**config.mk**
```make
export PLATFORM = sky130hd
export DESIGN_NAME = bms_fifo
export DESIGN_NICKNAME = d
export VERILOG_FILES = /design/src/hdl/bms_pkg.sv /design/src/hdl/bms_fifo.sv
export SDC_FILE = /design/constraint.sdc
export NUM_CORES = 1
export LEC_CHECK = 0
export BUFFER_PORTS_ARGS = -buffer_cell sky130_fd_sc_hd__buf_4
export CORE_UTILIZATION = 35
export DETAILED_ROUTE_END_ITERATION = 8
export PLACE_DENSITY_LB_ADDON = 0.12
export SLEW_MARGIN = 15
export SYNTH_ARGS = -nofsm -noshare
export SYNTH_HDL_FRONTEND = slang
export SYNTH_SLANG_ARGS = --single-unit
```
**constraint.sdc**
```tcl
create_clock -name clk -period 4.2 [get_ports clk]
set_input_delay 0 -clock clk [delete_from_list [all_inputs] [get_ports clk]]
set_output_delay 0 -clock clk [all_outputs]
set_load 0.01 [all_outputs]
```
**src/hdl/bms_pkg.sv**
```systemverilog
// shared types and constants of the band mean and deviation accumulator
package bms_pkg;

	// fixed field and counter widths
	localparam int SP_W   = 12;
	localparam int BP_W   = 6;
	localparam int LC_W   = 17;
	localparam int NB_W   = 7;
	localparam int NS_W   = 13;
	localparam int LBT_W  = 28;
	localparam int PSQ_W  = 44;
	localparam int CFG_W  = 13;
	localparam int CIDX_W = 2;

	// op queue depth
	localparam int QDEPTH = 4;
	localparam int QPW    = 2;

	localparam logic [23:0] Q8_MAX = 24'hFFFFFF;

	// configuration register indexes
	localparam logic [CIDX_W-1:0] CFG_NUM_BANDS   = 2'd0;
	localparam logic [CIDX_W-1:0] CFG_NUM_SAMPLES = 2'd1;
	localparam logic [CIDX_W-1:0] CFG_STAT_MODE   = 2'd2;

	typedef enum logic [1:0] {
		ST_OK    = 2'd0,
		ST_ALIGN = 2'd1,
		ST_OVF   = 2'd2
	} status_t;

	typedef enum logic [1:0] {
		AR_MUL  = 2'd0,
		AR_DIV  = 2'd1,
		AR_SQRT = 2'd2
	} arith_op_t;

	typedef struct packed {
		logic      start;
		arith_op_t op;
	} arith_cmd_t;

	typedef struct packed {
		logic busy;
		logic done;
	} arith_sts_t;

	// one unit of work from front to back
	typedef struct packed {
		logic              do_acc;
		logic              frame;
		logic [BP_W-1:0]   band;
		logic [LBT_W-1:0]  pix_sum;
		logic [PSQ_W-1:0]  pix_sq;
		logic [LBT_W-1:0]  lbt;
		logic [NS_W-1:0]   ns;
		logic              fin;
		status_t           status;
		logic [NB_W-1:0]   nb;
		logic [LC_W-1:0]   lc;
		logic              mode;
	} op_t;

endpackage

```
**src/hdl/bms_fifo.sv**
```systemverilog
// short op queue between front and back
module bms_fifo import bms_pkg::*; (
	input  logic clk,
	input  logic arst_n,
	input  logic push,
	input  op_t  din,
	output logic full,
	input  logic pop,
	output op_t  dout,
	output logic empty
);

	op_t            mem_q [QDEPTH];
	logic [QPW-1:0] wp_q;
	logic [QPW-1:0] rp_q;
	logic [QPW:0]   cnt_q;

	assign full  = cnt_q == (QPW+1)'(QDEPTH);
	assign empty = cnt_q == '0;
	assign dout  = mem_q[rp_q];

	// storage
	always_ff @(posedge clk) begin
		if (push) mem_q[wp_q] <= din;
	end

	// pointers and fill level
	always_ff @(posedge clk or negedge arst_n) begin
		if (!arst_n) begin
			wp_q  <= '0;
			rp_q  <= '0;
			cnt_q <= '0;
		end else begin
			if (push) wp_q <= wp_q + QPW'(1);
			if (pop) rp_q <= rp_q + QPW'(1);
			cnt_q <= cnt_q + (QPW+1)'(push) - (QPW+1)'(pop);
		end
	end

endmodule

```
# Word level (Yosys, flattened, before mapping)
# Memory sizes are Yosys's and may differ from the RTL's.
# Index checks and enable logic that the tools add are counted.
[word_totals]
register_bits = 7
mem_bits_rw = 596
input_bits = 153
output_inout_bits = 151
elab_cells = 12
mem_count = 1
[op_classes]
n_addsub = 4
eq_ne = 1
muxes = 2
reduce_logical = 1
[memory_table]
columns = ["memory", "words", "width", "rd", "rd_ports_with_merged_regs", "wr", "line", "rtl"]
rows = [
  ["mem_q", 4, 149, 1, 0, 1, "bms_fifo.sv:13", "op_t mem_q [QDEPTH];"],
]
[op_table]
columns = ["cell", "count"]
rows = [
  ["2-bit by 1-bit adder with 2-bit output (second input constant)", 2],
  ["3-bit by 1-bit adder with 3-bit output", 1],
  ["3-bit equality test (second input constant)", 1],
  ["3-bit logical NOT", 1],
  ["3-bit by 1-bit subtractor with 3-bit output", 1],
  ["1-bit 2-to-1 mux", 2],
]

# Longest topological paths before layout
[logic_depth]
ltp_word = 2
ltp_mapped = 7

# Worst setup path before layout
# OpenSTA, ideal clock, no wires.
[synth_timing]
path_type = "flip-flop to flip-flop"
from = "reg wp_q[0]"
to = "mem mem_q[0][0] (netlist bit) (enable)"
arrival_ps = 4028
t_required_ps = 3674
path_slack_ps = -354
path_stages_with_launch = 4
path_buffers = 0
synth_period_minus_slack_ps = 4554
cell_sequence = "dfrtp_1 > inv_1 > ha_1 > and2_1"
[synth_lines]
columns = ["item", "line", "rtl"]
rows = [
  ["start, declared", "bms_fifo.sv:14", "logic [QPW-1:0] wp_q;"],
  ["start signal, assigned", "bms_fifo.sv:34", "if (push) wp_q <= wp_q + QPW'(1);"],
  ["end, declared", "bms_fifo.sv:13", ""],
]
# No word-level cell before the write port.

==> results.md <==
Status:
- The run finished with clean final reports.

Critical path:
- STA classifies the critical path endpoint as an output pin.
- The arrival time of data at the critical path endpoint is 2.66 ns.
- The worst setup path is launched from a flip-flop.
- The slack of the worst reg-to-reg path is 2.07 ns.
- At the worst endpoint, the required time is 4.20 ns.
- The critical path class is flip-flop to output pin.
- The worst-path maximum fanout is 43.

Logic synthesis:
- In the synthesized netlist the dominant register cell turns out to be sky130_fd_sc_hd__edfxtp_1.
- The number of cells produced by synthesis is 813.
- The synthesis warning total is 0.
- The netlist uses 16 different library cells.
- By area the synthesized netlist is led by sky130_fd_sc_hd__edfxtp_1, sky130_fd_sc_hd__mux4_2, sky130_fd_sc_hd__dfrtp_1.
- The largest total area in the synthesized netlist belongs to sky130_fd_sc_hd__edfxtp_1.
- After synthesis the netlist holds a flip-flop and latch count of 603.
- Yosys instantiated no cell more often than sky130_fd_sc_hd__edfxtp_1.
- The synthesized design contains 596 enable-type register cells.
- Counting every net in the synthesized netlist gives 973.
- The fraction of the yosys area taken by sequential cells is 82.6%.
- In the synthesized netlist the async set-or-reset flop fraction comes to 1.16%.
- In this run the cell area of the synthesized design comes to 21900 µm².
- A synthesized cell averages 26.9 µm².
- After synthesis, the most frequently instantiated cells are sky130_fd_sc_hd__edfxtp_1, sky130_fd_sc_hd__mux4_2, sky130_fd_sc_hd__buf_2.
- The share of the synthesized area in the top cell type is 81.8%.

Timing:
- The worst hold slack is 0.147 ns.
- Setup repair after global routing left no endpoint under its margin.
- Based on the critical path, the design can be clocked at up to 376 MHz.
- The final hold violation count came to 0.
- For the finished layout, the period the worst path requires is 2.66 ns.
- For the final database, setup skew stands at 0.0157 ns.
- The number of setup violations in the final report is 0.
- The worst relative slew slack is 54.2%.
- The number of max-slew violations in the final report is 0.
- The final critical-path share of the clock period is 63.4%.
- The slew at the pin with the worst max-slew slack is 0.687 ns.
- After routing, the total negative slack on setup checks comes to 0 ns.

Clocking:
- The source-to-sink clock delay at the later pin of the worst-skew pair is 0.60 ns.
- The clock tree from TritonCTS is done.
- The tree is rooted in a sky130_fd_sc_hd__clkbuf_16.
- Post-CTS timing repair inserted 0 buffers for setup.
- The number of levels the H-tree was split into is 3.
- The TritonCTS sink count is 603.
- Buffers inserted during clock tree synthesis total 68.
- After clock tree synthesis, the clock-pin slew on the worst setup and hold paths is 0.06 ns.
- No sink is reached through more buffers than the 3 on the longest clock path.

Global routing:
- The largest net degree at the start of global routing is 89.
- The via count of the first global-routing pass is 11.3k.
- Global routing finished with a remaining overflow of 0.
- In the global route stage, overall resource usage came out at 14.7%.
- The number of antenna violations at the first check in global routing was 3.
- The first global-routing pass estimated 69300 µm of wire.

Floorplan:
- The horizontal extent of the die is 252 µm.
- Once the floorplan was initialized, standard cells occupied 35.4% of the core.
- In this run the standard cell core region covers 61700 µm².
- The height of the chip is 252 µm.
- In this run the count of I/O pins placed on the die edge is 304.
- The floorplan has 91 rows.
- The die outline area is 63500 µm².

Power:
- The total power divided by cell area is 682 nW/µm².
- Across the VDD grid, the largest voltage drop is 416 µV.
- The power consumption is 19600 µW.
- The leakage component of the power is 0.00985 µW.

Finish:
- For this run, the post-layout net count is 1481.
- Cells fill 46.7% of the core in the end.
- The fraction of final layout cells sized beyond drive strength 1 is 41.4%.
- The non-filler instance count after layout is 2206.
- The synthesis-to-finish area growth is 31.7%.

Detailed routing:
- Dividing the detail-routed wire length by the instance count gives 21.1 µm.
- The post-detailed-route via-to-cell ratio is 4.66.
- After detailed routing, the met2 layer carries 23400 µm of wire.
- The met3 wire length is 2480 µm.
- The total number of vias is 10.3k.
- The detailed router finished its first iteration with 449 violations.
- The uppermost signal routing layer after detailed routing is met4.
- The wire length the detailed router placed on met1 is 19400 µm.
- The detailed-route DRC error count is 0.
- The first TritonRoute pass finished after 5 iterations.
- In this run the remaining antenna-violating nets after routing total 0.
- The final layout contains routed wiring with a total length of 46500 µm.

Placement:
- The last weighted congestion value of the routability-driven placer is 0.711.
- The detailed placement HPWL is 26800 µm.
- In this run the tool buffered the top-level ports with 303 buffer cells.
- The instance count after placement with tap cells included is 1935.

Worst hold path:
- The tightest min-delay check is of the primary input to flip-flop type.

Run:
- The reported max-cap violation count is 0.
-- registers in the layout, indices dropped and copies added, names as in the netlist --
| signal | cells |
|---|---|
| mem_q | 596 |
| cnt_q | 3 |
| rp_q | 2 |
| wp_q | 2 |
-- power breakdown --
part / internal [µW] / switching (µW) / leakage, µW
Clock: 3170 / 2270 / 0.000999
Sequential: 7870 / 377 / 0.00555
Combinational: 3010 / 2940 / 0.00330
-- layer usage --
layer	track usage (%)	up-vias
met5	0	-
met4	5.39	0
met3	3.73	79
met2	24.5	248
met1	18.7	5403
li1	-	4547
-- per-stage QoR --
| step | area, µm² | setup WS [ns] |
|---|---|---|
| floorplan | 21900 | 1.31 |
| global placement | 25200 | 2.01 |
| detailed placement | 25200 | 2.01 |
| CTS | 28800 | 1.40 |
| global route | 28800 | 1.33 |
| finish | 28800 | 1.54 |
-- cell type report --
type	count	area [µm²]
timing repair buffer	472	4060
sequential	603	18100
antenna	3	7.51
inverter	6	22.5
multi-input combinational	170	3550
clock inverter	30	221
clock buffer	85	1810
tap	837	1050
fill	5241	32900
-- cell usage in the layout, fill, tap and decap left out, types with 4 or more instances in the layout --
master / netlist / layout
sky130_fd_sc_hd__buf_12: 0 / 11
sky130_fd_sc_hd__inv_1: 6 / 6
sky130_fd_sc_hd__clkbuf_1: 6 / 15
sky130_fd_sc_hd__dfrtp_1: 7 / 5
sky130_fd_sc_hd__clkinv_2: 0 / 12
sky130_fd_sc_hd__inv_6: 0 / 5
sky130_fd_sc_hd__clkinv_1: 0 / 9
sky130_fd_sc_hd__buf_4: 0 / 308
sky130_fd_sc_hd__ha_1: 6 / 6
sky130_fd_sc_hd__dlygate4sd3_1: 0 / 153
sky130_fd_sc_hd__edfxtp_1: 596 / 596
sky130_fd_sc_hd__clkbuf_16: 0 / 70
sky130_fd_sc_hd__mux4_2: 149 / 149
sky130_fd_sc_hd__and2_4: 0 / 4
-- cell families after synthesis --
| kind of cell | synth area share [%] |
|---|---|
| flops | 82.6 |
| mux | 15.3 |
| simple gates | 0.200 |
| xor+xnor | 0.200 |
| compound gates | 0.0229 |
| fa+ha+maj | 0.435 |
| buf+inv | 1.16 |
-- critical path, cell delays in order (launching register included) --
cell	delay (ns)
sky130_fd_sc_hd__dfrtp_4	0.87
sky130_fd_sc_hd__buf_12	0.38
sky130_fd_sc_hd__mux4_2	0.56
sky130_fd_sc_hd__buf_4	0.17
-- final timing paths --
kind                                     start                       to  cells after the start
min reg2reg                wp_q[0]$_DFFE_PN0P_      wp_q[0]$_DFFE_PN0P_                      1
min in group asynchronous               arst_n      wp_q[0]$_DFFE_PN0P_                      3
min                                   din[127]  mem_q[0][127]$_DFFE_PP_                      2
max                        rp_q[0]$_DFFE_PN0P_                 dout[63]                      3
max in group asynchronous               arst_n      rp_q[1]$_DFFE_PN0P_                      3
max reg2reg                wp_q[0]$_DFFE_PN0P_   mem_q[2][59]$_DFFE_PP_                      4
-- timing repair --
item | CTS | global route
gates resized for setup | 0 | 0
endpoints found under the hold margin | 609 | 0
hold buffers | 153 | 0
Power figures use the tool's default switching activity.
