--- src/hdl/bms_pkg.sv ---
// shared types and constants of the band mean and deviation accumulator
package bms_pkg;

	// fixed field and counter widths
	localparam int SP_W   = 12;
	localparam int BP_W   = 6;
	localparam int LC_W   = 17;
	localparam int NB_W   = 7;
	localparam int NS_W   = 13;
	localparam int LBT_W  = 28;
	localparam int PSQ_W  = 44;
	localparam int CFG_W  = 13;
	localparam int CIDX_W = 2;

	// op queue depth
	localparam int QDEPTH = 4;
	localparam int QPW    = 2;

	localparam logic [23:0] Q8_MAX = 24'hFFFFFF;

	// configuration register indexes
	localparam logic [CIDX_W-1:0] CFG_NUM_BANDS   = 2'd0;
	localparam logic [CIDX_W-1:0] CFG_NUM_SAMPLES = 2'd1;
	localparam logic [CIDX_W-1:0] CFG_STAT_MODE   = 2'd2;

	typedef enum logic [1:0] {
		ST_OK    = 2'd0,
		ST_ALIGN = 2'd1,
		ST_OVF   = 2'd2
	} status_t;

	typedef enum logic [1:0] {
		AR_MUL  = 2'd0,
		AR_DIV  = 2'd1,
		AR_SQRT = 2'd2
	} arith_op_t;

	typedef struct packed {
		logic      start;
		arith_op_t op;
	} arith_cmd_t;

	typedef struct packed {
		logic busy;
		logic done;
	} arith_sts_t;

	// one unit of work from front to back
	typedef struct packed {
		logic              do_acc;
		logic              frame;
		logic [BP_W-1:0]   band;
		logic [LBT_W-1:0]  pix_sum;
		logic [PSQ_W-1:0]  pix_sq;
		logic [LBT_W-1:0]  lbt;
		logic [NS_W-1:0]   ns;
		logic              fin;
		status_t           status;
		logic [NB_W-1:0]   nb;
		logic [LC_W-1:0]   lc;
		logic              mode;
	} op_t;

endpackage

--- src/hdl/bms_if.sv ---
// stream interfaces for pixel input and result output
interface bms_pix_if;
	logic        valid;
	logic        ready;
	logic [15:0] value;
	logic        last;
	modport source(output valid, output value, output last, input ready);
	modport sink(input valid, input value, input last, output ready);
endinterface


--- src/hdl/bms_front.sv ---
// front end: position tracking, per-segment accumulation, op generation
module bms_front import bms_pkg::*; #(
	parameter int LINES_MAX = 65536
) (
	input  logic            clk,
	input  logic            arst_n,
	bms_pix_if.sink         pix,
	input  logic [NB_W-1:0] nb_eff,
	input  logic [NS_W-1:0] ns_eff,
	input  logic            mode,
	input  logic            q_full,
	output logic            q_push,
	output op_t             q_op
);

	localparam logic [LC_W-1:0] LC_MAX = LC_W'(LINES_MAX);

	logic [SP_W-1:0]  sp_q;
	logic [BP_W-1:0]  bp_q;
	logic [LC_W-1:0]  lc_q;
	logic             ovf_q;
	logic [LBT_W-1:0] pix_sum_q;
	logic [PSQ_W-1:0] pix_sq_q;
	logic [LBT_W-1:0] lbt_q;

	logic             accept;
	logic             active;
	logic [31:0]      vsq;
	logic [LBT_W-1:0] sum_nx;
	logic [PSQ_W-1:0] sq_nx;
	logic [LBT_W-1:0] lbt_nx;
	logic             seg_end;
	logic             line_end;
	logic [LC_W-1:0]  lc_nx;
	logic             ovf_nx;
	status_t          status;

	assign pix.ready = !q_full;
	assign accept    = pix.valid && pix.ready;

	// accumulate the pixel into the running segment
	always_comb begin
		active  = lc_q < LC_MAX;
		vsq     = 32'(pix.value) * 32'(pix.value);
		sum_nx  = pix_sum_q + ((active && !mode) ? LBT_W'(pix.value) : '0);
		sq_nx   = pix_sq_q + ((active && !mode) ? PSQ_W'(vsq) : '0);
		lbt_nx  = lbt_q + ((active && mode) ? LBT_W'(pix.value) : '0);
		seg_end  = ({1'b0, sp_q} + NS_W'(1)) >= ns_eff;
		line_end = seg_end && (({1'b0, bp_q} + NB_W'(1)) >= nb_eff);
		lc_nx  = lc_q;
		ovf_nx = ovf_q;
		if (line_end) begin
			if (active) lc_nx = lc_q + LC_W'(1);
			else ovf_nx = 1'b1;
		end
		if (!line_end) status = ST_ALIGN;
		else if (ovf_nx) status = ST_OVF;
		else status = ST_OK;
	end

	// op toward the back end
	always_comb begin
		q_push         = accept && (seg_end || pix.last);
		q_op.do_acc    = seg_end && (!pix.last || status == ST_OK);
		q_op.frame     = active && mode;
		q_op.band      = bp_q;
		q_op.pix_sum   = sum_nx;
		q_op.pix_sq    = sq_nx;
		q_op.lbt       = lbt_nx;
		q_op.ns        = ns_eff;
		q_op.fin       = pix.last;
		q_op.status    = status;
		q_op.nb        = nb_eff;
		q_op.lc        = lc_nx;
		q_op.mode      = mode;
	end

	// position and segment state
	always_ff @(posedge clk or negedge arst_n) begin
		if (!arst_n) begin
			sp_q      <= '0;
			bp_q      <= '0;
			lc_q      <= '0;
			ovf_q     <= 1'b0;
			pix_sum_q <= '0;
			pix_sq_q  <= '0;
			lbt_q     <= '0;
		end else if (accept) begin
			if (pix.last) begin
				sp_q      <= '0;
				bp_q      <= '0;
				lc_q      <= '0;
				ovf_q     <= 1'b0;
				pix_sum_q <= '0;
				pix_sq_q  <= '0;
				lbt_q     <= '0;
			end else begin
				lc_q  <= lc_nx;
				ovf_q <= ovf_nx;
				if (seg_end) begin
					sp_q      <= '0;
					pix_sum_q <= '0;
					pix_sq_q  <= '0;
					lbt_q     <= '0;
					bp_q      <= line_end ? '0 : bp_q + BP_W'(1);
				end else begin
					sp_q      <= sp_q + SP_W'(1);
					pix_sum_q <= sum_nx;
					pix_sq_q  <= sq_nx;
					lbt_q     <= lbt_nx;
				end
			end
		end
	end

endmodule

--- src/flat_wrapper.sv ---
// flat-port wrapper written by rule: the top's interface ports become plain ports
module bms_front_flat import bms_pkg::*;
#(
	parameter int LINES_MAX = 65536
)
  (clk, arst_n, nb_eff, ns_eff, mode, q_full, q_push, q_op, pix_valid, pix_value, pix_last, pix_ready);
  bms_pix_if pix_i ();
  input  logic clk;
  input  logic arst_n;
  input  logic [NB_W-1:0] nb_eff;
  input  logic [NS_W-1:0] ns_eff;
  input  logic mode;
  input  logic q_full;
  output logic q_push;
  output op_t q_op;
  input wire logic [$bits(pix_i.valid)-1:0] pix_valid;
  input wire logic [$bits(pix_i.value)-1:0] pix_value;
  input wire logic [$bits(pix_i.last)-1:0] pix_last;
  output wire logic [$bits(pix_i.ready)-1:0] pix_ready;
  assign pix_i.valid = pix_valid;
  assign pix_i.value = pix_value;
  assign pix_i.last = pix_last;
  assign pix_ready = pix_i.ready;
  bms_front #(.LINES_MAX(LINES_MAX)) u_core (.clk(clk), .arst_n(arst_n), .pix(pix_i), .nb_eff(nb_eff), .ns_eff(ns_eff), .mode(mode), .q_full(q_full), .q_push(q_push), .q_op(q_op));
endmodule
--- config.mk ---
export PLATFORM = sky130hd
export DESIGN_NAME = bms_front_flat
export DESIGN_NICKNAME = d
export VERILOG_FILES = /design/src/hdl/bms_pkg.sv /design/src/hdl/bms_if.sv /design/src/hdl/bms_front.sv /design/src/flat_wrapper.sv
export SDC_FILE = /design/constraint.sdc
export NUM_CORES = 1
export LEC_CHECK = 0
export BUFFER_PORTS_ARGS = -buffer_cell sky130_fd_sc_hd__buf_4
export CAP_MARGIN = 30
export CORE_MARGIN = 3
export CORE_UTILIZATION = 60
export CTS_CLUSTER_DIAMETER = 60
export DETAILED_ROUTE_END_ITERATION = 6
export PLACE_DENSITY = 0.87
export SLEW_MARGIN = 5
export SYNTH_ARGS = -nofsm -noshare
export SYNTH_HDL_FRONTEND = slang
export SYNTH_SLANG_ARGS = --single-unit
--- constraint.sdc ---
create_clock -name clk -period 20.3 [get_ports clk]
set_input_delay 4.06 -clock clk [delete_from_list [all_inputs] [get_ports clk]]
set_output_delay 4.06 -clock clk [all_outputs]
set_load 0.005 [all_outputs]
---- Word level (Yosys, flattened, before mapping) ----
Cells that the tools add are included.
storage, ports and cells
  flip-flop bits (word level) ............. 136
  bits in latches ......................... 0
  memory bits (writable) .................. 0
  ROM bits ................................ 0
  memories ................................ 0
cells by class
  add/subtract/negate cells ............... 8
  $mul .................................... 1
  div/mod/pow operators ................... 0
  magnitude comparators ................... 3
  equality and inequality tests ........... 0
  shift-type cells ........................ 0
  multiplexer cells ....................... 22
  bitwise logic cells ..................... 0
  reduce and logical (&&, ||, !) cells .... 14
operators with widths
  cell                     count
  $mux W28                 4
  $mux W44                 2
  $add A28 B28 Y28         2
  $mux W17                 3
  $add A44 B44 Y44         1
  $mul A16 B16 Y32         1
  $mux W16                 2
  $mux W32                 1
  $mux W12                 2
  $mux W6                  3
  $add A17 B1 Y17 const B  1
  $lt A17 B17 Y1 const B   1
  $add A12 B1 Y13 const B  1
  $ge A13 B13 Y1           1
  $add A12 B1 Y12 const B  1
  $add A6 B1 Y7 const B    1
  $ge A7 B7 Y1             1
  $add A6 B1 Y6 const B    1
  $logic_and A1 B1 Y1      6
  $mux W2                  2
  $logic_not A1 Y1         3
  $mux W1                  3
  $logic_not A2 Y1         1
  $logic_or A1 B1 Y1       2
  2 further kinds          2

---- Depth between registers and ports, before layout ----
  depth in word-level cells ............... 9
  mapped depth ............................ 36
  gate-level depth less buffers ........... 32

---- Worst setup path before layout ----
Ideal clock, no wire load.
  path kind ............................... input to output
  start point ............................. input port pix_value[4]
  end point ............................... output port q_op[105] in the netlist's numbering
  arrival ................................. 11,355 ps
  path slack .............................. 4,885 ps
  stages on the path ...................... 32
  path buffers ............................ 4
  cell sequence ........................... clkbuf_1 clkbuf_1 nand2_1 fa_1 inv_1 fa_1 fa_1 fa_1 fa_1 inv_1 fa_1 inv_1 ha_1 and3_1 nand2_1 a211oi_1 o31ai_1 a311o_1 o21ai_0 xnor2_1 nor2_1 ha_1 clkbuf_1 a21oi_1 o21ai_0 nor2_1 nand2_1 o2111a_1 nor3_2 buf_2 nor2_1 xnor2_1
RTL lines
  item                line                source
  start: declaration  flat_wrapper.sv:17  input wire logic [$bits(pix_i.value)-1:0] pix_value;
  end: declaration    flat_wrapper.sv:15  output op_t q_op;

==> out/qor.yml <==
clockRootBuffer: "clkbuf_16"
cts_buffer_depth: 2
critPathCaptureType: "output pin"
placement.io_buffers: 192
hold_class: "reg2reg"
core_area_mm2: 0.0300
synth-edff-count: 0
path_max_fanout: 13
drive_above_1_share_pct: 12.7
final_hold_viol_count: 0
die_area_mm2: 0.0329
synth.area.top_cells: "dfrtp_1, fa_1, ha_1"
critical_path_class: "in2out"
synth_top_area_cell: "dfrtp_1"
yosys.area_share.xor_xnor_pct: 7.36
first_pass_iters: 6
crit_arrival_ns: 12.55
cpLargestDelayFamily: "adder cells"
drv_slew: 0
final_nets: 2619
fmax_mhz: 60.2
yosysMostFrequentCell: "inv_1"
synth_compound_area_share_pct: 19.3
setup_viol: 0
drt-initial-drc-count: 1258
synth.cells.most_frequent: "inv_1, ha_1, nand2_1, fa_1, dfrtp_1"
syn_inst: 2119
drt-total-wl_um: 49400
synth_top_family_by_area: "adder cells"
ant_nets: 0
area_growth_pct: 11.5
hpwl_um: 37800
synth_area_per_cell_um2: 8.70
die_y_um: 181
cp.required_ns: 16.24
n_antenna_cell: 0
p_sw_w: 0.00202
synthArstFlopShare_pct: 100
antenna_found_initial: 0
cts.reportedPaths.clkPinSlew_ns: 0.06
synthAdderAreaFrac_pct: 30.6
finalNonFillerCells: 2626
cts_made_buffers: 17
pin_count: 193
grt_util_all_layers_pct: 29.9
ctsHoldBuffers: 0
htreeDepth: 4
skew_ns: 0.0109
synth-seq-cells: 136
pwr-share-seq_pct: 8.6
cts_tree: "yes"
synth_top_area_share_pct: 18.5
setup_tns_ns: 0
overflow: 0
crit_path_top_delay_cell: "o41ai_2"
synthFlopType: "dfrtp_1"
worst_setup_path_start_kind: "primary input"
rsz0062_at_grt: "false"
slowest_delay_ns: 0.89
crit_path_frequent_cell: "inv_1"
start_util_pct: 61.6
synth.area.mux_share_pct: 0.176
synth-simple-area-share_pct: 15.3
outcome: "completed"
fin_crit_ns: 16.61
drc_errors: 0
dieWidth_um: 181
fill_cells: 2307
num_rows: 63
vias: 16000
swShare_pct: 52.9
grt_pass1_wl_um: 81400
synth-seq-area-share_pct: 18.5
place_congestion: 0.974
worst_slew_pin_slew_ns: 1.05
intPower_w: 0.00180
fin_crit_sh_pct: 81.8
vias_per_cell: 6.10
clock_latency_ns: 0.43
p_comb_share_pct: 82.5
wl_per_cell_um: 18.8
syn_nets: 2515
ys_warn_count: 0
p_clk_share_pct: 8.9
synthDistinctLibCells: 86
first_global_vias: 16500
leakagePower_nw: 10.7
dp_cells: 2593
grt_max_degree: 87
maxCapViolations: 0
cts.sinks: 136
post-cts-setup-buffer-count: 0
powerDensity_mw_per_mm2: 186
irDropWorstVdd_v: 0.000232
relSlewSlack_pct: 30.0
cts_resized: 0
crit_buf_inv: 9
netlist_area_mm2: 0.0184
## power by group through the flow
| stage | Clock (W) | Combinational, W | Sequential, W |
|---|---|---|---|
| after floorplan | 0 | 0.00211 | 0.000326 |
| after global placement | 0 | 0.00302 | 0.000332 |
| after detailed placement | 0 | 0.00308 | 0.000333 |
| after CTS | 0.000342 | 0.00311 | 0.000329 |
| after global routing | 0.000354 | 0.00348 | 0.000333 |
| final | 0.000339 | 0.00315 | 0.000330 |
## worst register-to-register path, delay by kind of cell, from the launching register on
| kind | cells | cell delay [ns] |
|---|---|---|
| AO/OA/AOI/OAI | 4 | 1.53 |
| adder cells (fa/ha/maj) | 1 | 0.26 |
| flip-flops | 1 | 0.56 |
| AND/OR/NAND/NOR | 7 | 2.24 |
## cell families after synthesis
group / count (synthesis)
AND/OR/NAND/NOR: 559
multiplexers: 3
flip-flops: 136
XOR/XNOR: 155
buffers and inverters: 400
adder cells (fa/ha/maj): 354
AO/OA/AOI/OAI: 512
## sequential cells by signal, summed over array words and instances, names as in the netlist
register / count
u_core.pix_sq_q: 44
u_core.lbt_q: 28
u_core.pix_sum_q: 28
u_core.lc_q: 17
u_core.sp_q: 12
u_core.bp_q: 6
u_core.ovf_q: 1
## layer usage
layer	share of wire, %	vias to the layer above	global-route usage (%)	wire [µm]
li1	-	7413	-	-
met1	41	7741	38.5	20300
met2	47	722	49.1	23400
met3	7.4	145	6.38	3680
met4	4.0	0	12.1	1980
met5	0	-	0	0
## final timing paths
path | startpoint | end | slack, ns | depth (start not counted)
min in group asynchronous | arst_n | u_core.lc_q[7] | 3.63 | 1
max in group asynchronous | arst_n | u_core.lbt_q[5] | 15.33 | 2
max reg2reg | u_core.lc_q[16] | u_core.pix_sq_q[43] | 15.66 | 12
min reg2reg | u_core.pix_sq_q[36] | u_core.pix_sq_q[36] | 0.48 | 1
min | u_core.pix_sq_q[36] | u_core.pix_sq_q[36] | 0.48 | 1
max | pix_value[3] | q_op[112] | 3.69 | 33
## per-stage QoR
step / total power [W] / hold slack (ns) / area, µm² / setup WS (ns) / util [%]
after floorplan: 0.00244 / 0.438 / 18400 / 4.88 / -
after global placement: 0.00336 / 0.457 / 19900 / 3.92 / 66.4
after detailed placement: 0.00341 / 0.464 / 19900 / 3.76 / 66.4
after CTS: 0.00378 / 0.475 / 20500 / 3.70 / 68.5
after global routing: 0.00417 / 0.525 / 20600 / 3.11 / 68.6
final: 0.00382 / 0.476 / 20600 / 3.69 / 68.6
## layout by cell type, fill, tap and decap left out, types with 14 or more instances in the layout
cell type,Yosys,layout
a21o_1,47,47
a21oi_1,120,120
a22o_1,78,78
a31oi_1,34,34
a41oi_1,14,14
and2_1,84,84
and3_1,27,27
buf_4,25,199
clkbuf_16,0,17
dfrtp_1,136,136
fa_1,163,163
ha_1,191,191
inv_1,283,283
nand2_1,167,166
nand2b_1,18,18
nand3_1,53,53
nor2_1,104,104
nor2b_1,17,16
nor3_1,23,23
o21ai_0,83,83
o31ai_1,27,27
xnor2_1,107,107
xor2_1,48,48
## layout make-up
type                            instances  area (µm²)  area share (%)
Inverter                              284        1070            5.19
Timing Repair Buffer                  201        1530            7.46
Sequential cell                       136        3400            16.6
Multi-Input combinational cell       1583       13400            65.4
Clock inverter                         14         198           0.962
Tap cell                              390         488            2.37
Clock buffer                           18         429            2.09
No activity file was read; power rests on OpenSTA's default activity.
